`config.mk`:
```
export PLATFORM = sky130hd
export DESIGN_NAME = raycast_column_texture_walker
export DESIGN_NICKNAME = d
export VERILOG_FILES = /design/src/design/rctw_pkg.sv /design/src/design/rctw_front.sv /design/src/design/rctw_div.sv /design/src/design/rctw_back.sv /design/src/design/raycast_column_texture_walker.sv
export SDC_FILE = /design/constraint.sdc
export NUM_CORES = 2
export LEC_CHECK = 0
export ABC_AREA = 1
export BUFFER_PORTS_ARGS = -buffer_cell sky130_fd_sc_hd__buf_2
export CORE_UTILIZATION = 65
export DETAILED_ROUTE_END_ITERATION = 10
export GPL_ROUTABILITY_DRIVEN = 1
export PLACE_DENSITY_LB_ADDON = 0.3
export SLEW_MARGIN = 25
export SYNTH_ARGS = -nofsm -noshare
export SYNTH_HDL_FRONTEND = slang
export SYNTH_SLANG_ARGS = --single-unit
```
`constraint.sdc`:
```
create_clock -name clock -period 18.4 [get_ports clock]
set_input_delay 0.92 -clock clock [delete_from_list [all_inputs] [get_ports clock]]
set_output_delay 0.92 -clock clock [all_outputs]
set_load 0.03 [all_outputs]
```
`src/design/rctw_pkg.sv`:
```
// Shared types, constants and helpers for the ray-cast column texture walker.
// No dependencies; every other design file uses it by scoped names.
`timescale 1ns / 1ps
`default_nettype none

package rctw_pkg;

   localparam int DIV_QW   = 32;
   localparam int DIV_DW   = 36;
   localparam int DIST6_W  = 35;
   localparam int LH_SCALE = 65536 * 5;
   localparam int SIZE_W   = 13;
   localparam logic [SIZE_W-1:0] SIZE_MAX = 13'd4096;

   localparam logic [1:0] CSR_CEILING_COLOR = 2'd0;
   localparam logic [1:0] CSR_FLOOR_COLOR   = 2'd1;
   localparam logic [1:0] CSR_TEX_WIDTH     = 2'd2;
   localparam logic [1:0] CSR_TEX_HEIGHT    = 2'd3;

   typedef enum logic {
      OP_LOAD = 1'b0,
      OP_ROW  = 1'b1
   } op_type;

   typedef enum logic [1:0] {
      KIND_CEILING = 2'd0,
      KIND_WALL    = 2'd1,
      KIND_FLOOR   = 2'd2,
      KIND_SKIPPED = 2'd3
   } kind_type;

   typedef enum logic [1:0] {
      ST_IDLE,
      ST_LH,
      ST_STEP,
      ST_POS
   } state_type;

   typedef struct packed {
      logic        action;
      logic [11:0] column;
      logic        side;
      logic        dir_x_positive;
      logic        dir_y_negative;
      logic [31:0] perp_dist;
      logic [15:0] wall_frac;
   } req_type;

   typedef struct packed {
      logic [11:0] out_column;
      logic [8:0]  out_row;
      logic [1:0]  pixel_kind;
      logic [1:0]  tex_select;
      logic [23:0] texel_index;
      logic [31:0] fill_color;
      logic        last_row;
   } rsp_type;

   typedef struct packed {
      op_type               op;
      logic [11:0]          column;
      logic [1:0]           face;
      logic [DIST6_W-1:0]   dist6;
      logic [15:0]          frac;
   } item_type;

   typedef struct packed {
      logic [31:0]       ceiling_color;
      logic [31:0]       floor_color;
      logic [SIZE_W-1:0] tex_w;
      logic [SIZE_W-1:0] tex_h;
   } cfg_type;

   typedef struct packed {
      logic              start;
      logic [DIV_QW-1:0] dividend;
      logic [DIV_DW-1:0] divisor;
   } div_req_type;

   typedef struct packed {
      logic              done;
      logic [DIV_QW-1:0] quotient;
   } div_rsp_type;

   function automatic logic [SIZE_W-1:0] eff_size(input logic [SIZE_W-1:0] v);
      logic [SIZE_W-1:0] r;
      r = v;
      if (v == '0) r = 13'd1;
      else if (v > SIZE_MAX) r = SIZE_MAX;
      return r;
   endfunction

endpackage

`default_nettype wire

```
`src/design/rctw_front.sv`:
```
// Front end: takes request transfers, classifies them and queues them for the back end.
// Depends on rctw_pkg.
`timescale 1ns / 1ps
`default_nettype none

module rctw_front (
   input  wire logic               clock,
   input  wire logic               reset,
   input  wire logic               req_push,
   output logic                    req_full,
   input  wire rctw_pkg::req_type  req_data,
   output logic                    item_valid,
   output rctw_pkg::item_type      item,
   input  wire logic               item_pop
);

   localparam logic [1:0] DEPTH = 2'd2;

   rctw_pkg::item_type slot_ff [2];
   logic       wp_ff, wp_in;
   logic       rp_ff, rp_in;
   logic [1:0] cnt_ff, cnt_in;
   logic       push_ok, pop_ok;
   logic [31:0] dist_eff;
   logic [rctw_pkg::DIST6_W-1:0] dist_ext;
   rctw_pkg::item_type cls;

   always_comb begin
      dist_eff  = (req_data.perp_dist == '0) ? 32'd1 : req_data.perp_dist;
      dist_ext  = rctw_pkg::DIST6_W'(dist_eff);
      cls.op    = req_data.action ? rctw_pkg::OP_ROW : rctw_pkg::OP_LOAD;
      cls.column = req_data.column;
      cls.face  = {req_data.side,
                   req_data.side ? req_data.dir_y_negative : req_data.dir_x_positive};
      cls.dist6 = (dist_ext << 2) + (dist_ext << 1);
      cls.frac  = req_data.wall_frac;
   end

   assign req_full   = (cnt_ff == DEPTH);
   assign item_valid = (cnt_ff != '0);
   assign item       = slot_ff[rp_ff];
   assign push_ok    = req_push && !req_full;
   assign pop_ok     = item_pop && item_valid;

   always_comb begin
      wp_in  = push_ok ? ~wp_ff : wp_ff;
      rp_in  = pop_ok ? ~rp_ff : rp_ff;
      cnt_in = cnt_ff + 2'(push_ok) - 2'(pop_ok);
   end

   always_ff @(posedge clock) begin
      if (reset) begin
         wp_ff  <= 1'b0;
         rp_ff  <= 1'b0;
         cnt_ff <= '0;
      end else begin
         wp_ff  <= wp_in;
         rp_ff  <= rp_in;
         cnt_ff <= cnt_in;
      end
   end

   always_ff @(posedge clock) begin
      if (push_ok) begin
         slot_ff[wp_ff] <= cls;
      end
   end

endmodule

`default_nettype wire

```
`src/design/rctw_div.sv`:
```
// Restoring divider, one quotient bit per cycle, shared by the back end.
// Depends on rctw_pkg.
`timescale 1ns / 1ps
`default_nettype none

module rctw_div (
   input  wire logic                  clock,
   input  wire logic                  reset,
   input  wire rctw_pkg::div_req_type req,
   output rctw_pkg::div_rsp_type      rsp
);

   localparam int QW = rctw_pkg::DIV_QW;
   localparam int DW = rctw_pkg::DIV_DW;
   localparam int CW = $clog2(QW);

   logic [DW-1:0] rem_ff, rem_in;
   logic [QW-1:0] quo_ff, quo_in;
   logic [DW-1:0] den_ff, den_in;
   logic [CW-1:0] cnt_ff, cnt_in;
   logic          busy_ff, busy_in;
   logic          done_ff, done_in;
   logic [DW:0]   trial, diff;
   logic          ge;

   always_comb begin
      trial   = {rem_ff, quo_ff[QW-1]};
      ge      = (trial >= {1'b0, den_ff});
      diff    = trial - {1'b0, den_ff};
      rem_in  = rem_ff;
      quo_in  = quo_ff;
      den_in  = den_ff;
      cnt_in  = cnt_ff;
      busy_in = busy_ff;
      done_in = 1'b0;
      if (req.start) begin
         rem_in  = '0;
         quo_in  = req.dividend;
         den_in  = req.divisor;
         cnt_in  = '0;
         busy_in = 1'b1;
      end else if (busy_ff) begin
         rem_in = ge ? diff[DW-1:0] : trial[DW-1:0];
         quo_in = {quo_ff[QW-2:0], ge};
         cnt_in = cnt_ff + 1'b1;
         if (cnt_ff == '1) begin
            busy_in = 1'b0;
            done_in = 1'b1;
         end
      end
   end

   always_ff @(posedge clock) begin
      if (reset) begin
         cnt_ff  <= '0;
         busy_ff <= 1'b0;
         done_ff <= 1'b0;
      end else begin
         cnt_ff  <= cnt_in;
         busy_ff <= busy_in;
         done_ff <= done_in;
      end
   end

   always_ff @(posedge clock) begin
      rem_ff <= rem_in;
      quo_ff <= quo_in;
      den_ff <= den_in;
   end

   assign rsp.done     = done_ff;
   assign rsp.quotient = quo_ff;

endmodule

`default_nettype wire

```
`src/design/rctw_back.sv`:
```
// Back end: ray setup sequencer, per-row pixel generation and the result queue.
// Depends on rctw_pkg; drives the shared divider rctw_div.
`timescale 1ns / 1ps
`default_nettype none

module rctw_back #(
   parameter int SCREEN_HEIGHT = 512
) (
   input  wire logic                  clock,
   input  wire logic                  reset,
   input  wire rctw_pkg::cfg_type     cfg,
   input  wire logic                  item_valid,
   input  wire rctw_pkg::item_type    item,
   output logic                       item_pop,
   output rctw_pkg::div_req_type      div_req,
   input  wire rctw_pkg::div_rsp_type div_rsp,
   output logic                       rsp_empty,
   input  wire logic                  rsp_pop,
   output rctw_pkg::rsp_type          rsp_data
);

   localparam int RW   = $clog2(SCREEN_HEIGHT + 1);
   localparam int HALF = SCREEN_HEIGHT / 2;
   localparam logic [RW-1:0] ROWS   = RW'(SCREEN_HEIGHT);
   localparam logic [RW-1:0] LAST   = RW'(SCREEN_HEIGHT - 1);
   localparam logic [RW-1:0] HALF_R = RW'(HALF);
   localparam logic [31:0]   HALF_W = 32'(HALF);
   localparam logic [31:0]   LH_NUM = 32'(SCREEN_HEIGHT * rctw_pkg::LH_SCALE);
   localparam logic [1:0]    OQ_DEPTH = 2'd2;

   rctw_pkg::state_type state_ff, state_in;
   logic [11:0]   col_ff, col_in;
   logic [RW-1:0] row_ff, row_in;
   logic [RW-1:0] first_ff, first_in;
   logic [RW-1:0] left_ff, left_in;
   logic [31:0]   pos_ff, pos_in;
   logic [31:0]   step_ff, step_in;
   logic [31:0]   offset_ff, offset_in;
   logic [11:0]   tcol_ff, tcol_in;
   logic [1:0]    face_ff, face_in;
   logic [15:0]   frac_ff, frac_in;

   rctw_pkg::rsp_type oq_ff [2];
   logic       wp_ff, rp_ff;
   logic [1:0] cnt_ff;
   logic       oq_full, push, pop_ok;
   rctw_pkg::rsp_type pix;
   rctw_pkg::kind_type kind;

   logic [15:0]   trow;
   logic [28:0]   texel_prod;
   logic [31:0]   lh, lh_half;
   logic [RW-1:0] first_c, avail_c;
   logic [28:0]   tc_prod;
   logic [12:0]   tc0, tc;

   assign oq_full   = (cnt_ff == OQ_DEPTH);
   assign rsp_empty = (cnt_ff == '0);
   assign rsp_data  = oq_ff[rp_ff];
   assign pop_ok    = rsp_pop && !rsp_empty;

   always_comb begin
      trow       = pos_ff[31:16];
      texel_prod = trow * cfg.tex_w;
      lh         = div_rsp.quotient;
      lh_half    = lh >> 1;
      first_c    = (lh_half < HALF_W) ? (HALF_R - lh_half[RW-1:0]) : '0;
      avail_c    = ROWS - first_c;
      tc_prod    = frac_ff * cfg.tex_w;
      tc0        = tc_prod[28:16];
      tc         = face_ff[0] ? (cfg.tex_w - 13'd1 - tc0) : tc0;

      state_in  = state_ff;
      col_in    = col_ff;
      row_in    = row_ff;
      first_in  = first_ff;
      left_in   = left_ff;
      pos_in    = pos_ff;
      step_in   = step_ff;
      offset_in = offset_ff;
      tcol_in   = tcol_ff;
      face_in   = face_ff;
      frac_in   = frac_ff;
      item_pop  = 1'b0;
      div_req   = '0;
      push      = 1'b0;
      kind      = rctw_pkg::KIND_FLOOR;

      pix.out_column  = col_ff;
      pix.out_row     = 9'(row_ff);
      pix.tex_select  = face_ff;
      pix.texel_index = '0;
      pix.fill_color  = '0;
      pix.last_row    = (row_ff == LAST);
      if (row_ff < first_ff) begin
         kind           = rctw_pkg::KIND_CEILING;
         pix.fill_color = cfg.ceiling_color;
      end else if (left_ff != '0) begin
         kind = (trow < 16'(cfg.tex_h)) ? rctw_pkg::KIND_WALL : rctw_pkg::KIND_SKIPPED;
         pix.texel_index = 24'(texel_prod + 29'(tcol_ff));
      end else begin
         pix.fill_color = cfg.floor_color;
      end
      pix.pixel_kind = kind;

      case (state_ff)
         rctw_pkg::ST_IDLE: begin
            if (item_valid) begin
               if (item.op == rctw_pkg::OP_LOAD) begin
                  item_pop         = 1'b1;
                  col_in           = item.column;
                  face_in          = item.face;
                  frac_in          = item.frac;
                  row_in           = '0;
                  div_req.start    = 1'b1;
                  div_req.dividend = LH_NUM;
                  div_req.divisor  = rctw_pkg::DIV_DW'(item.dist6);
                  state_in         = rctw_pkg::ST_LH;
               end else if (row_ff >= ROWS) begin
                  item_pop = 1'b1;
               end else if (!oq_full) begin
                  item_pop = 1'b1;
                  push     = 1'b1;
                  row_in   = row_ff + RW'(1);
                  if (row_ff >= first_ff && left_ff != '0) begin
                     left_in = left_ff - RW'(1);
                     pos_in  = pos_ff + step_ff;
                  end
               end
            end
         end
         rctw_pkg::ST_LH: begin
            if (div_rsp.done) begin
               first_in  = first_c;
               left_in   = (lh < 32'(avail_c)) ? lh[RW-1:0] : avail_c;
               offset_in = (lh_half < HALF_W) ? 32'd0 : (lh_half - HALF_W);
               tcol_in   = tc[11:0];
               if (lh == '0) begin
                  step_in  = '0;
                  pos_in   = '0;
                  state_in = rctw_pkg::ST_IDLE;
               end else begin
                  div_req.start    = 1'b1;
                  div_req.dividend = {3'b0, cfg.tex_h, 16'b0};
                  div_req.divisor  = rctw_pkg::DIV_DW'(lh);
                  state_in         = rctw_pkg::ST_STEP;
               end
            end
         end
         rctw_pkg::ST_STEP: begin
            if (div_rsp.done) begin
               step_in  = div_rsp.quotient;
               state_in = rctw_pkg::ST_POS;
            end
         end
         rctw_pkg::ST_POS: begin
            pos_in   = 32'(offset_ff * step_ff);
            state_in = rctw_pkg::ST_IDLE;
         end
         default: begin
            state_in = rctw_pkg::ST_IDLE;
         end
      endcase
   end

   always_ff @(posedge clock) begin
      if (reset) begin
         state_ff <= rctw_pkg::ST_IDLE;
      end else begin
         state_ff <= state_in;
      end
   end

   always_ff @(posedge clock) begin
      if (reset) begin
         col_ff   <= '0;
         row_ff   <= '0;
         first_ff <= '0;
         left_ff  <= '0;
         pos_ff   <= '0;
         step_ff  <= '0;
         tcol_ff  <= '0;
         face_ff  <= '0;
         wp_ff    <= 1'b0;
         rp_ff    <= 1'b0;
         cnt_ff   <= '0;
      end else begin
         col_ff   <= col_in;
         row_ff   <= row_in;
         first_ff <= first_in;
         left_ff  <= left_in;
         pos_ff   <= pos_in;
         step_ff  <= step_in;
         tcol_ff  <= tcol_in;
         face_ff  <= face_in;
         wp_ff    <= push ? ~wp_ff : wp_ff;
         rp_ff    <= pop_ok ? ~rp_ff : rp_ff;
         cnt_ff   <= cnt_ff + 2'(push) - 2'(pop_ok);
      end
   end

   always_ff @(posedge clock) begin
      offset_ff <= offset_in;
      frac_ff   <= frac_in;
      if (push) begin
         oq_ff[wp_ff] <= pix;
      end
   end

`ifndef SYNTHESIS
   a_oq_bound: assert property (@(posedge clock) disable iff (reset)
      cnt_ff <= OQ_DEPTH)
      else $error("result queue overflow");
   a_no_pop_busy: assert property (@(posedge clock) disable iff (reset)
      (state_ff != rctw_pkg::ST_IDLE) |-> !item_pop)
      else $error("item taken during ray setup");
   a_row_range: assert property (@(posedge clock) disable iff (reset)
      push |-> (row_ff < ROWS))
      else $error("pixel emitted past the last row");
   a_step_to_pos: assert property (@(posedge clock) disable iff (reset)
      (state_ff == rctw_pkg::ST_STEP && div_rsp.done) |=> (state_ff == rctw_pkg::ST_POS))
      else $error("setup sequence skipped position update");
`endif

endmodule

`default_nettype wire

```
`src/design/raycast_column_texture_walker.sv`:
```
// Ray-cast textured wall column walker: a row request gives at most one pixel transfer.
// Rows pass the front and result queues; one row per cycle while the result queue has room.
// A load holds the back end for two 32-step serial divides, one for zero wall height.
// The shared divider sets the load time; rows are blocked while a load is set up.
// Synchronous active-high reset clears queues and column state; textures revert to 64x64.
// Depends on rctw_pkg, rctw_front, rctw_div and rctw_back.
`timescale 1ns / 1ps
`default_nettype none

module raycast_column_texture_walker #(
   parameter int SCREEN_HEIGHT = 512
) (
   input  wire logic              clock,
   input  wire logic              reset,
   input  wire logic              req_push,
   output logic                   req_full,
   input  wire rctw_pkg::req_type req_data,
   output logic                   rsp_empty,
   input  wire logic              rsp_pop,
   output rctw_pkg::rsp_type      rsp_data,
   input  wire logic              csr_write,
   input  wire logic [1:0]        csr_index,
   input  wire logic [31:0]       csr_wdata
);

   logic [31:0] ceiling_ff, floor_ff;
   logic [rctw_pkg::SIZE_W-1:0] tex_w_ff, tex_h_ff;
   rctw_pkg::cfg_type     cfg;
   rctw_pkg::item_type    item;
   logic                  item_valid, item_pop;
   rctw_pkg::div_req_type div_req;
   rctw_pkg::div_rsp_type div_rsp;

   always_ff @(posedge clock) begin
      if (reset) begin
         ceiling_ff <= '0;
         floor_ff   <= '0;
         tex_w_ff   <= 13'd64;
         tex_h_ff   <= 13'd64;
      end else if (csr_write) begin
         case (csr_index)
            rctw_pkg::CSR_CEILING_COLOR: ceiling_ff <= csr_wdata;
            rctw_pkg::CSR_FLOOR_COLOR:   floor_ff   <= csr_wdata;
            rctw_pkg::CSR_TEX_WIDTH:     tex_w_ff   <= csr_wdata[12:0];
            rctw_pkg::CSR_TEX_HEIGHT:    tex_h_ff   <= csr_wdata[12:0];
            default: begin
            end
         endcase
      end
   end

   always_comb begin
      cfg.ceiling_color = ceiling_ff;
      cfg.floor_color   = floor_ff;
      cfg.tex_w         = rctw_pkg::eff_size(tex_w_ff);
      cfg.tex_h         = rctw_pkg::eff_size(tex_h_ff);
   end

   rctw_front u_front (
      .clock      (clock),
      .reset      (reset),
      .req_push   (req_push),
      .req_full   (req_full),
      .req_data   (req_data),
      .item_valid (item_valid),
      .item       (item),
      .item_pop   (item_pop)
   );

   rctw_div u_div (
      .clock (clock),
      .reset (reset),
      .req   (div_req),
      .rsp   (div_rsp)
   );

   rctw_back #(
      .SCREEN_HEIGHT (SCREEN_HEIGHT)
   ) u_back (
      .clock      (clock),
      .reset      (reset),
      .cfg        (cfg),
      .item_valid (item_valid),
      .item       (item),
      .item_pop   (item_pop),
      .div_req    (div_req),
      .div_rsp    (div_rsp),
      .rsp_empty  (rsp_empty),
      .rsp_pop    (rsp_pop),
      .rsp_data   (rsp_data)
   );

endmodule

`default_nettype wire

```
==> results.sh <==
export IMPL_run_status="finished clean"
export IMPL_synth_avg_cell_area_um2=8.30
export IMPL_gr_usage_all_layers_pct=35.6
export IMPL_cell_with_the_most_instances_after_synthesis="nand2_1"
export IMPL_dieHeight_um=314
export IMPL_critical_path_max_stage_delay_ns=0.58
export IMPL_critical_path_slowest_stage_cell="fa_1"
export IMPL_worstMarginPinSlew_ns=1.10
export IMPL_peakVddDrop_v=0.000121
export IMPL_synth_compound_area_share_pct=8.59
export IMPL_grt_pass1_wl_um=276000
export IMPL_cp_required_ns=18.93
export IMPL_crit_path_start_kind="flop"
export IMPL_post_synth_most_frequent_cells="1,778 x nand2_1, 1,446 x inv_1, 718 x fa_1, 606 x nor2_1, 413 x ha_1"
export IMPL_critical_path_peak_fanout=18
export IMPL_drt_wl_total_um=173000
export IMPL_post_cts_repair_setup_buffers=0
export IMPL_power_density_nw_per_um2=108
export IMPL_synth_mux_area_share_pct=1.98
export IMPL_critical_path_n_buffers_inverters=6
export IMPL_path_delay_family="adder cells"
export IMPL_hold_buffers=0
export IMPL_synth_seq_area_share_pct=27.8
export IMPL_synth_lib_cells_used_distinct=71
export IMPL_clockPowerShare_pct=19.5
export IMPL_port_buffers=186
export IMPL_synth_instances=7617
export IMPL_relSlewSlack_pct=26.8
export IMPL_post_synth_instance_area_um2=63300
export IMPL_syn_to_final_growth_pct=6.34
export IMPL_seqPwrFrac_pct=33.1
export IMPL_drt_drc_violations_left=0
export IMPL_setup_tns_ns=0
export IMPL_initial_utilization_pct=65.5
export IMPL_synthSimpleGateAreaFrac_pct=17.9
export IMPL_p_int_mw=3.95
export IMPL_critical_path_depth=36
export IMPL_route_detailed_wl_per_inst_um=19.3
export IMPL_timing_worst_setup_path_type="reg2reg"
export IMPL_finalSetupViolCount=0
export IMPL_design_final_nets=8841
export IMPL_routed_via_count=51500
export IMPL_synth_xor_xnor_area_share_pct=1.92
export IMPL_grt_setup_unrepaired="false"
export IMPL_cts_root_buffer="clkbuf_16"
export IMPL_r2r_worst_path_cells=36
export IMPL_holdCritPathClass="reg2reg"
export IMPL_timing_max_cap_violations=0
export IMPL_end_kind="flop"
export IMPL_cts_tree="done"
export IMPL_cts_sinks=674
export IMPL_dominant_combinational_cell_family_by_area_after_synthesis="adder cells"
export IMPL_yosys_top_cells_area="fa_1 23%, edfxtp_1 19%, nand2_1 11%, inv_1 8.6%, dfxtp_1 8.4%"
export IMPL_globalRouteOverflowTotal=0
export IMPL_synthAdderAreaFrac_pct=30.9
export IMPL_critPathArrivalTime_ns=8.98
export IMPL_cts_inserted_buffers=71
export IMPL_max_clock_path_buffers=3
export IMPL_drive_above_1_share_pct=7.14
export IMPL_synth_ff_latch_count=674
export IMPL_fp_row_count=114
export IMPL_die_area_um2=98600
export IMPL_path_clk_slew_ns=0.06
export IMPL_die_width_um=314
export IMPL_yosys_warnings=0
export IMPL_synth_largest_type_area_fraction_pct=22.7
export IMPL_pin_count=187
export IMPL_timing_hold_ws_ns=0.448
export IMPL_ant_nets=0
export IMPL_power_leakage_nw=33.1
export IMPL_dr_pass1_iters=6
export IMPL_min_path_cells=0
export IMPL_synth_flop_cell="edfxtp_1"
export IMPL_antenna_violations_before_repair=6
export IMPL_initial_drc_count=4931
export IMPL_cpMostUsedCell="nand2_1"
export IMPL_cts_repair_resize_count=0
export IMPL_post_dp_hpwl_um=130000
export IMPL_post_drt_via_cell_ratio=5.76
export IMPL_clkLatencyLatePin_ns=0.64
export IMPL_p_sw_share_pct=45.5
export IMPL_finalWeightedCongestion=0.991
export IMPL_power_switching_mw=3.30
export IMPL_fin_skew_ns=0.0309
export IMPL_comb_power_share_pct=47.5
export IMPL_core_um2=96600
export IMPL_final_period_minus_worst_setup_slack_ns=8.45
export IMPL_grt_max_degree=85
export IMPL_post_synth_top_area_cell="fa_1"
export IMPL_achievable_frequency_mhz=118
export IMPL_finalMaxSlewViolations=0
export IMPL_htree_levels=3
export IMPL_number_of_global_route_vias_before_repair=52200
export IMPL_mappedNetlistNets=8851
export IMPL_timing_final_crit_share_pct=45.9
export IMPL_async_reset_ff_share_pct=0
export IMPL_final_hold_viol_count=0
export IMPL_synth_enable_flop_cells=409
==> power groups by stage <==
stage / clock network [mW] / registers [mW] / logic, mW
5_1_grt: 1.48 / 2.41 / 3.81
3_5_place_dp: 0 / 2.40 / 3.37
6_report: 1.41 / 2.39 / 3.44
4_1_cts: 1.43 / 2.37 / 3.40
3_3_place_gp: 0 / 2.39 / 3.31
2_1_floorplan: 0 / 2.21 / 2.58
==> stage by stage <==
step | instances | worst slack [ns] | cell area, µm² | total power, mW | util (%)
after detailed placement | 8809 | 10.18 | 64900 | 5.77 | 67.3
after global routing | 8944 | 9.40 | 67300 | 7.70 | 69.7
after global placement | 8809 | 10.30 | 64900 | 5.69 | 67.3
final | 8944 | 9.95 | 67300 | 7.24 | 69.7
after floorplan | 7617 | 11.21 | 63300 | 4.78 | -
after CTS | 8941 | 10.15 | 67200 | 7.20 | 69.6
==> per-layer routing <==
layer	part of all wire, %	GRT usage (%)
met5	0.017	0
met4	4.1	14.3
met3	9.5	6.76
met2	47	58.5
met1	39	46.5
==> logic make-up after synthesis <==
logic type,count (synthesis)
buf+inv,1799
compound gates,975
xor+xnor,138
mux,115
simple gates,2785
fa+ha+maj,1131
flops,674
==> layout by cell type (no fill, tap or decap), types with 26 or more instances in the layout <==
cell type	netlist	final
nand2_1	1778	1777
inv_1	1446	1445
fa_1	718	718
nor2_1	606	597
ha_1	413	413
edfxtp_1	409	409
a21oi_1	370	369
o21ai_0	343	343
dfxtp_1	265	257
nand3_1	207	207
buf_2	26	186
xor2_1	86	86
mux2_2	83	83
clkbuf_16	0	73
buf_4	10	57
xnor2_1	51	51
o22ai_1	43	43
nand4_1	41	41
o211ai_1	39	39
nor3_1	38	37
mux2i_1	32	32
a31oi_1	32	32
a21o_1	26	26
==> sequential cells by signal, summed over array words and instances, names as in the netlist, 2 cells and up, named ones only <==
register	flops
tex_h_ff	13
floor_ff	32
tex_w_ff	13
u_div.quo_ff	32
ceiling_ff	32
u_back.tcol_ff	12
u_back.frac_ff	16
u_back.step_ff	32
u_div.rem_ff	36
u_back.face_ff	2
u_back.left_ff	10
u_back.first_ff	10
u_back.col_ff	12
u_front.cnt_ff	2
u_back.offset_ff	32
u_div.cnt_ff	5
u_back.oq_ff	164
u_back.cnt_ff	2
u_front.slot_ff	130
u_back.pos_ff	32
u_div.den_ff	35
u_back.row_ff	10
==> worst paths after layout <==
| path | startpoint | end | slack (ns) |
|---|---|---|---|
| worst min-delay path | u_back.col_ff[1]$_SDFFE_PP0P_ | u_back.oq_ff[1][71]$_DFFE_PP_ | 0.45 |
| worst max-delay path | tex_w_ff[8]$_SDFFE_PP0P_ | u_back.tcol_ff[11]$_SDFFE_PP0P_ | 9.95 |
| worst max register to register | tex_w_ff[8]$_SDFFE_PP0P_ | u_back.tcol_ff[11]$_SDFFE_PP0P_ | 9.95 |
| worst min register to register | u_back.col_ff[1]$_SDFFE_PP0P_ | u_back.oq_ff[1][71]$_DFFE_PP_ | 0.45 |
==> layout make-up <==
cell class / count / area [µm²]
timing repair buffer: 244 / 1390
clock inverter: 29 / 283
antenna: 2 / 5.00
multi-input combinational: 5144 / 38900
fill: 7700 / 29300
clock buffer: 103 / 2000
inverter: 1472 / 5540
sequential: 674 / 17600
tap: 1276 / 1600
No activity file was read; power rests on OpenSTA's default activity.
